## src/rtl/dmis_pkg.sv

```systemverilog
// ----------------------------------------------------------------------------
// dmis_pkg
// Shared types and constants for the distinct-value sorter.
// ----------------------------------------------------------------------------
package dmis_pkg;

    localparam int VALUE_W           = 31;
    localparam int TDATA_W           = 32;
    localparam int DEFAULT_MAX_ITEMS = 64;

    typedef enum logic [2:0] {
        ST_IDLE,
        ST_DUP_SCAN,
        ST_INSERT,
        ST_SEL_SCAN,
        ST_PUSH
    } state_t;

    // controller -> datapath
    typedef struct packed {
        logic load;      // capture input transaction, start duplicate scan
        logic scan;      // advance the store walk by one entry
        logic insert;    // append value unless duplicate or full
        logic sel_init;  // begin the output run
        logic push;      // move the selected minimum into the output register
        logic finish;    // end of set: clear count and overflow
    } cmd_t;

    // datapath -> controller
    typedef struct packed {
        logic scan_done;
        logic last;
        logic out_free;
        logic final_item;
    } sts_t;

endpackage

```

## src/rtl/dedup_merge_insertion_sorter.sv

```systemverilog
// ----------------------------------------------------------------------------
// dedup_merge_insertion_sorter
// Collects distinct values and streams them out in ascending order.
// ----------------------------------------------------------------------------
// Each input transaction carries one value; a value already held is dropped,
// and a new value arriving with the store full (MAX_ITEMS entries) is dropped
// and sets the overflow flag. Loading an item walks the store to check for
// duplicates, and s_tready is low meanwhile. The transaction with s_tlast
// ends the set: the block then emits the values held in ascending order,
// finding each one by a minimum search over the store. m_tlast marks the
// largest value and m_tuser carries the overflow flag on every result of
// the run. The next set may start loading while the final result still
// waits in the output register.
module dedup_merge_insertion_sorter #(
    parameter int MAX_ITEMS = dmis_pkg::DEFAULT_MAX_ITEMS
) (
    input  logic                          aclk,
    input  logic                          aresetn,
    input  logic                          s_tvalid,
    output logic                          s_tready,
    input  logic [dmis_pkg::TDATA_W-1:0]  s_tdata,   // [30:0] value, [31] ignored
    input  logic                          s_tlast,   // last_in
    output logic                          m_tvalid,
    input  logic                          m_tready,
    output logic [dmis_pkg::TDATA_W-1:0]  m_tdata,   // [30:0] sorted_value, [31] zero
    output logic                          m_tlast,   // last_out
    output logic                          m_tuser    // overflowed
);

    dmis_pkg::cmd_t               cmd;
    dmis_pkg::sts_t               sts;
    logic [dmis_pkg::VALUE_W-1:0] out_value;

    dmis_ctrl u_ctrl (
        .aclk     (aclk),
        .aresetn  (aresetn),
        .s_tvalid (s_tvalid),
        .s_tready (s_tready),
        .sts      (sts),
        .cmd      (cmd)
    );

    dmis_dpath #(
        .MAX_ITEMS (MAX_ITEMS)
    ) u_dpath (
        .aclk      (aclk),
        .aresetn   (aresetn),
        .cmd       (cmd),
        .sts       (sts),
        .in_value  (s_tdata[dmis_pkg::VALUE_W-1:0]),
        .in_last   (s_tlast),
        .out_valid (m_tvalid),
        .out_ready (m_tready),
        .out_value (out_value),
        .out_last  (m_tlast),
        .out_ovf   (m_tuser)
    );

    assign m_tdata = {{(dmis_pkg::TDATA_W - dmis_pkg::VALUE_W){1'b0}}, out_value};

    a_push_free: assert property (@(posedge aclk) disable iff (!aresetn)
        cmd.push |-> (!m_tvalid || m_tready))
        else $error("result pushed over an untaken result");

    a_one_at_a_time: assert property (@(posedge aclk) disable iff (!aresetn)
        (s_tvalid && s_tready) |=> !s_tready)
        else $error("new transaction taken while one is being loaded");

    a_final_marked: assert property (@(posedge aclk) disable iff (!aresetn)
        (cmd.push && sts.final_item) |=> (m_tvalid && m_tlast))
        else $error("final result of a run not marked last");

endmodule

```

## src/rtl/dmis_ctrl.sv

```systemverilog
// ----------------------------------------------------------------------------
// dmis_ctrl
// Sequencer: load, duplicate scan, insert, then one minimum search per result.
// ----------------------------------------------------------------------------
module dmis_ctrl (
    input  logic           aclk,
    input  logic           aresetn,
    input  logic           s_tvalid,
    output logic           s_tready,
    input  dmis_pkg::sts_t sts,
    output dmis_pkg::cmd_t cmd
);

    dmis_pkg::state_t state_reg;
    dmis_pkg::state_t state_next;

    always_ff @(posedge aclk) begin
        if (!aresetn) begin
            state_reg <= dmis_pkg::ST_IDLE;
        end else begin
            state_reg <= state_next;
        end
    end

    always_comb begin
        state_next = state_reg;
        case (state_reg)
            dmis_pkg::ST_IDLE: begin
                if (s_tvalid) begin
                    state_next = dmis_pkg::ST_DUP_SCAN;
                end
            end
            dmis_pkg::ST_DUP_SCAN: begin
                if (sts.scan_done) begin
                    state_next = dmis_pkg::ST_INSERT;
                end
            end
            dmis_pkg::ST_INSERT: begin
                state_next = sts.last ? dmis_pkg::ST_SEL_SCAN : dmis_pkg::ST_IDLE;
            end
            dmis_pkg::ST_SEL_SCAN: begin
                if (sts.scan_done) begin
                    state_next = dmis_pkg::ST_PUSH;
                end
            end
            dmis_pkg::ST_PUSH: begin
                if (sts.out_free) begin
                    state_next = sts.final_item ? dmis_pkg::ST_IDLE : dmis_pkg::ST_SEL_SCAN;
                end
            end
            default: begin
                state_next = dmis_pkg::ST_IDLE;
            end
        endcase
    end

    always_comb begin
        cmd      = '0;
        s_tready = 1'b0;
        case (state_reg)
            dmis_pkg::ST_IDLE: begin
                s_tready = 1'b1;
                cmd.load = s_tvalid;
            end
            dmis_pkg::ST_DUP_SCAN: begin
                cmd.scan = 1'b1;
            end
            dmis_pkg::ST_INSERT: begin
                cmd.insert   = 1'b1;
                cmd.sel_init = sts.last;
            end
            dmis_pkg::ST_SEL_SCAN: begin
                cmd.scan = 1'b1;
            end
            dmis_pkg::ST_PUSH: begin
                cmd.push   = sts.out_free;
                cmd.finish = sts.out_free && sts.final_item;
            end
            default: begin
                cmd = '0;
            end
        endcase
    end

endmodule

```

## src/rtl/dmis_dpath.sv

```systemverilog
// ----------------------------------------------------------------------------
// dmis_dpath
// Value store, walk counter, compare logic and output register.
// ----------------------------------------------------------------------------
module dmis_dpath #(
    parameter int MAX_ITEMS = dmis_pkg::DEFAULT_MAX_ITEMS
) (
    input  logic                         aclk,
    input  logic                         aresetn,
    input  dmis_pkg::cmd_t               cmd,
    output dmis_pkg::sts_t               sts,
    input  logic [dmis_pkg::VALUE_W-1:0] in_value,
    input  logic                         in_last,
    output logic                         out_valid,
    input  logic                         out_ready,
    output logic [dmis_pkg::VALUE_W-1:0] out_value,
    output logic                         out_last,
    output logic                         out_ovf
);

    localparam int AW = $clog2(MAX_ITEMS);
    localparam int CW = $clog2(MAX_ITEMS + 1);
    localparam int VW = dmis_pkg::VALUE_W;

    logic [VW-1:0] mem [MAX_ITEMS];
    logic [VW-1:0] rd_data_reg;

    logic [VW-1:0] value_reg;
    logic          last_reg;
    logic [CW-1:0] count_reg;
    logic          ovf_reg;
    logic [CW-1:0] idx_reg;
    logic          pend_reg;
    logic          dup_reg;
    logic [VW-1:0] best_reg;
    logic          have_reg;
    logic [VW-1:0] prev_reg;
    logic          first_reg;
    logic [CW-1:0] emitted_reg;
    logic          out_valid_reg;
    logic [VW-1:0] out_value_reg;
    logic          out_last_reg;
    logic          out_ovf_reg;

    logic          more;
    logic          eligible;
    logic          full;
    logic          final_item;

    assign more       = idx_reg < count_reg;
    assign eligible   = first_reg || (rd_data_reg > prev_reg);
    assign full       = count_reg == CW'(MAX_ITEMS);
    assign final_item = (emitted_reg + CW'(1)) == count_reg;

    // store: one write port, one registered read port
    always_ff @(posedge aclk) begin
        if (cmd.insert && !dup_reg && !full) begin
            mem[count_reg[AW-1:0]] <= value_reg;
        end
        rd_data_reg <= mem[idx_reg[AW-1:0]];
    end

    // payload
    always_ff @(posedge aclk) begin
        if (cmd.load) begin
            value_reg <= in_value;
            last_reg  <= in_last;
        end
        if (cmd.scan && pend_reg && eligible && (!have_reg || rd_data_reg < best_reg)) begin
            best_reg <= rd_data_reg;
        end
        if (cmd.push) begin
            prev_reg      <= best_reg;
            out_value_reg <= best_reg;
            out_last_reg  <= final_item;
            out_ovf_reg   <= ovf_reg;
        end
    end

    // control state
    always_ff @(posedge aclk) begin
        if (!aresetn) begin
            count_reg     <= '0;
            ovf_reg       <= 1'b0;
            idx_reg       <= '0;
            pend_reg      <= 1'b0;
            dup_reg       <= 1'b0;
            have_reg      <= 1'b0;
            first_reg     <= 1'b0;
            emitted_reg   <= '0;
            out_valid_reg <= 1'b0;
        end else begin
            if (cmd.load || cmd.sel_init || cmd.push) begin
                idx_reg  <= '0;
                pend_reg <= 1'b0;
                have_reg <= 1'b0;
            end else if (cmd.scan) begin
                pend_reg <= more;
                if (more) begin
                    idx_reg <= idx_reg + CW'(1);
                end
                if (pend_reg && rd_data_reg == value_reg) begin
                    dup_reg <= 1'b1;
                end
                if (pend_reg && eligible) begin
                    have_reg <= 1'b1;
                end
            end
            if (cmd.load) begin
                dup_reg <= 1'b0;
            end
            if (cmd.insert && !dup_reg) begin
                if (full) begin
                    ovf_reg <= 1'b1;
                end else begin
                    count_reg <= count_reg + CW'(1);
                end
            end
            if (cmd.sel_init) begin
                first_reg   <= 1'b1;
                emitted_reg <= '0;
            end
            if (cmd.push) begin
                first_reg   <= 1'b0;
                emitted_reg <= emitted_reg + CW'(1);
            end
            if (cmd.finish) begin
                count_reg <= '0;
                ovf_reg   <= 1'b0;
            end
            if (cmd.push) begin
                out_valid_reg <= 1'b1;
            end else if (out_ready) begin
                out_valid_reg <= 1'b0;
            end
        end
    end

    assign sts.scan_done  = !more && !pend_reg;
    assign sts.last       = last_reg;
    assign sts.out_free   = !out_valid_reg || out_ready;
    assign sts.final_item = final_item;

    assign out_valid = out_valid_reg;
    assign out_value = out_value_reg;
    assign out_last  = out_last_reg;
    assign out_ovf   = out_ovf_reg;

endmodule

```

## config.mk

```make
export PLATFORM = sky130hd
export DESIGN_NAME = dedup_merge_insertion_sorter
export DESIGN_NICKNAME = d
export VERILOG_FILES = /design/src/rtl/dmis_pkg.sv /design/src/rtl/dedup_merge_insertion_sorter.sv /design/src/rtl/dmis_ctrl.sv /design/src/rtl/dmis_dpath.sv
export SDC_FILE = /design/constraint.sdc
export NUM_CORES = 2
export LEC_CHECK = 0
export BUFFER_PORTS_ARGS = -buffer_cell sky130_fd_sc_hd__buf_2
export CAP_MARGIN = 10
export CELL_PAD_IN_SITES_DETAIL_PLACEMENT = 1
export CELL_PAD_IN_SITES_GLOBAL_PLACEMENT = 1
export CORE_UTILIZATION = 56
export CTS_CLUSTER_DIAMETER = 120
export DETAILED_ROUTE_END_ITERATION = 6
export GPL_TIMING_DRIVEN = 0
export PLACE_DENSITY = 0.8
export SYNTH_ARGS = -nofsm -noshare
export SYNTH_HDL_FRONTEND = slang
export SYNTH_SLANG_ARGS = --single-unit
```

## constraint.sdc

```tcl
create_clock -name aclk -period 5.3 [get_ports aclk]
set_input_delay 0 -clock aclk [delete_from_list [all_inputs] [get_ports aclk]]
set_output_delay 0 -clock aclk [all_outputs]
set_load 0.01 [all_outputs]
```

==> impl_metrics.tcl <==
set metrics [dict create \
    drt_iter0_drc 7275 \
    via_per_inst 7.161 \
    slowest_delay_ns 0.89 \
    track_usage_pct 36.65 \
    cts_sinks 2141 \
    rows 140 \
    synth_area_mm2 0.08233 \
    powerDensity_mw_per_mm2 410.3 \
    dpl_worst_slack_ns 0.2650 \
    drc 3 \
    max_freq_mhz 191.5 \
    startpoint_type "flop" \
    grt_pass1_vias 44966 \
    finalMaxSlewViolations 10 \
    cap_violations 1 \
    wire_per_inst_um 43.53 \
    setup_viol 0 \
    pin_count 73 \
    ys.flop_type "edfxtp_1" \
    p_clk_share_pct 37.8 \
    hold_slack_ns 0.3629 \
    pwr-share-seq_pct 51.0 \
    synth_edf_count 2080 \
    multiInputGateArea_mm2 0.01808 \
    grt_use_met3_pct 9.091 \
    root_buffer "clkbuf_16" \
    clk_latency_ns 0.90 \
    coreArea_mm2 0.1457 \
    synthArstFlopShare_pct 0 \
    ir_worst_vdd_mv 0.4084 \
    hold_class "in -> reg" \
    hold_viol_final 0 \
    r2r_setup_slack_ns 0.08 \
    worstPathMaxFanout 16 \
    overflow 0 \
    grt_setup_unrepaired "false" \
    worstPathArrival_ns 5.77 \
    cts_tree "built" \
    fin_crit_sh_pct 98.54 \
    die_h_um 385.4 \
    clock_skew_ns 0.07301 \
    cts_made_buffers 208 \
    critical_path_class "reg -> reg" \
    failed_checks "design-rule violations, max-capacitance violations, max-slew violations" \
    synthToLayoutAreaGrowth_pct 16.95 \
    h-tree-depth 4 \
    status "finished, violations left" \
    top_usage_layer "met2" \
    yosysWarnings 0 \
    netlist_instances 3549 \
    synth_nets 3657 \
    largest_reg_flops 1984 \
    drive_gt1_share_pct 29.78 \
    grt_max_degree 42 \
    clockBufferDepth 3 \
    fill_cells 11278 \
    die_w_um 385.4 \
    cp_cell_sequence "clkbuf_1, clkinv_1, nand3_1, nor2_1, nor3_1, nand2_1, nor2_4, buf_16" \
    netlist-cell-type-count 55 \
    num_vias 43918 \
    switching_share_pct 25.42 \
    grt_use_met2_pct 58.60 \
    critPathCaptureType "flop" \
    p_leak_nw 29.89 \
    worst_pin_slew_ns 1.506 \
    dp_hpwl_mm 159.9 \
    layout_setup_ws_ns 0.07719 \
    syn_area_per_cell_um2 23.20 \
    finalCriticalPeriod_ns 5.223 \
    postRouteAntennaNets 0 \
    grt_pass1_wl_mm 366.5 \
    area.sequential_mm2 0.06368 \
    dr.pass1.iters 7 \
    cp.required_ns 5.85 \
    power_frac_comb_pct 11.2 \
    die_area_mm2 0.1486 \
    clkTransAtPathRegs_ns 0.07 \
    intPower_mw 29.47 \
    gp_congestion 0.9216 \
    initial_core_util_pct 56.49 \
    finalNetCount 4147 \
    slowest_stage "nand3_1" \
    yosysSeqAreaShare_pct 77.35 \
    finalWirelength_mm 266.9 \
    antenna_found_initial 19 \
    ys_seq_elements 2141 \
    slew_headroom_pct -0.3787 \
    switchingPower_mw 10.04 \
    grtUsageMet1_pct 46.59 \
    portBuffers 69 \
]
## power groups by stage
stage	sequential [mW]	combinational, mW	clock, mW
3_5_place_dp	20.4	4.16	0
4_1_cts	20.1	4.33	14.9
3_3_place_gp	21.4	2.39	0
5_1_grt	20.1	4.54	15.5
2_1_floorplan	20.6	1.65	0
6_report	20.1	4.43	14.9
## cell usage after synthesis, drive strengths merged (2+ instances only)
cell | number | area (um2)
a31oi | 2 | 12.51
nor3 | 12 | 60.06
xnor2 | 34 | 297.8
and3 | 5 | 31.28
mux4 | 620 | 13960
nand4 | 15 | 93.84
clkbuf | 96 | 360.4
nor4 | 9 | 56.30
a2bb2oi | 2 | 17.52
xor2 | 18 | 157.7
o21bai | 2 | 15.01
inv | 77 | 289.0
a22oi | 62 | 465.5
nor2 | 107 | 401.6
a2111oi | 3 | 32.53
nor2b | 8 | 50.05
o31ai | 3 | 22.52
edfxtp | 2080 | 62460
nand4b | 2 | 17.52
a211oi | 7 | 57.55
mux2i | 2 | 20.02
and2 | 4 | 25.03
clkinv | 3 | 11.26
buf | 70 | 404.2
a21o | 5 | 37.54
o211ai | 3 | 22.52
or4 | 3 | 22.52
o21a | 5 | 37.54
nand3b | 3 | 22.52
nand2 | 62 | 232.7
nand2b | 4 | 25.02
a21boi | 5 | 37.54
a21oi | 25 | 125.1
ha | 71 | 888.4
dfxtp | 61 | 1221
nand3 | 32 | 160.2
o21ai | 15 | 75.07
## layout by cell type, fill, tap and decap left out, drive strengths merged, types with 34 or more instances in the layout
cell type and n:
inv 89, ha 71, dfxtp 61, edfxtp 2080, nor2 107, mux4 620, nand2 62, dlygate4sd3 67
clkinv 92, clkbuf 360, a22oi 62, buf 282, xnor2 34
## critical path, delay by kind of cell (launching register included)
| family | cells | cell delay [ns] |
|---|---|---|
| AND/OR/NAND/NOR | 5 | 3.33 |
| buffers and inverters | 3 | 1.16 |
| flip-flops | 1 | 0.39 |
## cells by family (layout without fill, tap and decap cells)
logic type      Yosys count  in the layout  share of synthesized area (%)
mux                     622            622                          16.98
xor+xnor                 52             52                         0.5532
simple gates            270            270                          1.494
buf+inv                 246            911                          1.293
fa+ha+maj                71             71                          1.079
other cells               1              3                       0.004555
flops                  2141           2141                          77.35
compound gates          146            146                          1.243
## worst paths after layout
check	start	end	cells past startpoint
worst min-delay path	aresetn	u_dpath.emitted_reg[0]	3
worst min register to register	u_dpath.best_reg[4]	u_dpath.prev_reg[4]	0
worst max-delay path	u_dpath.count_reg[3]	u_dpath.mem[18][26]	8
worst max register to register	u_dpath.count_reg[3]	u_dpath.mem[18][26]	8
## area by class of cell
class,instances,area share (%)
multi-input cells,1162,18.78
repair buffers,280,4.565
flip-flops and latches,2141,66.14
inverters,80,0.3132
clock buffers,263,5.736
diodes,2,0.005198
plain buffers,166,0.7940
well taps,1917,2.491
clock inverters,122,1.175
## metrics by stage
stage / utilization, % / instances / area (um2) / TNS, ns / total power [mW]
final: 66.06 / 6133 / 96280 / 0 / 39.51
after floorplan: - / 3549 / 82330 / 0 / 22.23
after detailed placement: 60.99 / 5674 / 88890 / 0 / 24.61
after global placement: 58.37 / 5535 / 85070 / -264.51 / 23.75
after CTS: 66.02 / 6126 / 96210 / 0 / 39.36
after global routing: 66.06 / 6131 / 96280 / 0 / 40.12
## repair_timing
item,4_1_cts,5_1_grt
gates resized for setup,0,1
hold buffers,67,0
endpoints found under the hold margin,45,0
setup endpoints to repair,0,52
setup buffers,0,2
## metal layers
metal	vias to the layer above	part of all wire, %
met3	826	11
met4	14	6.6
li1	16078	-
met1	23180	33
met2	3820	48
met5	-	0.11
(Power assumes the default switching activity.)
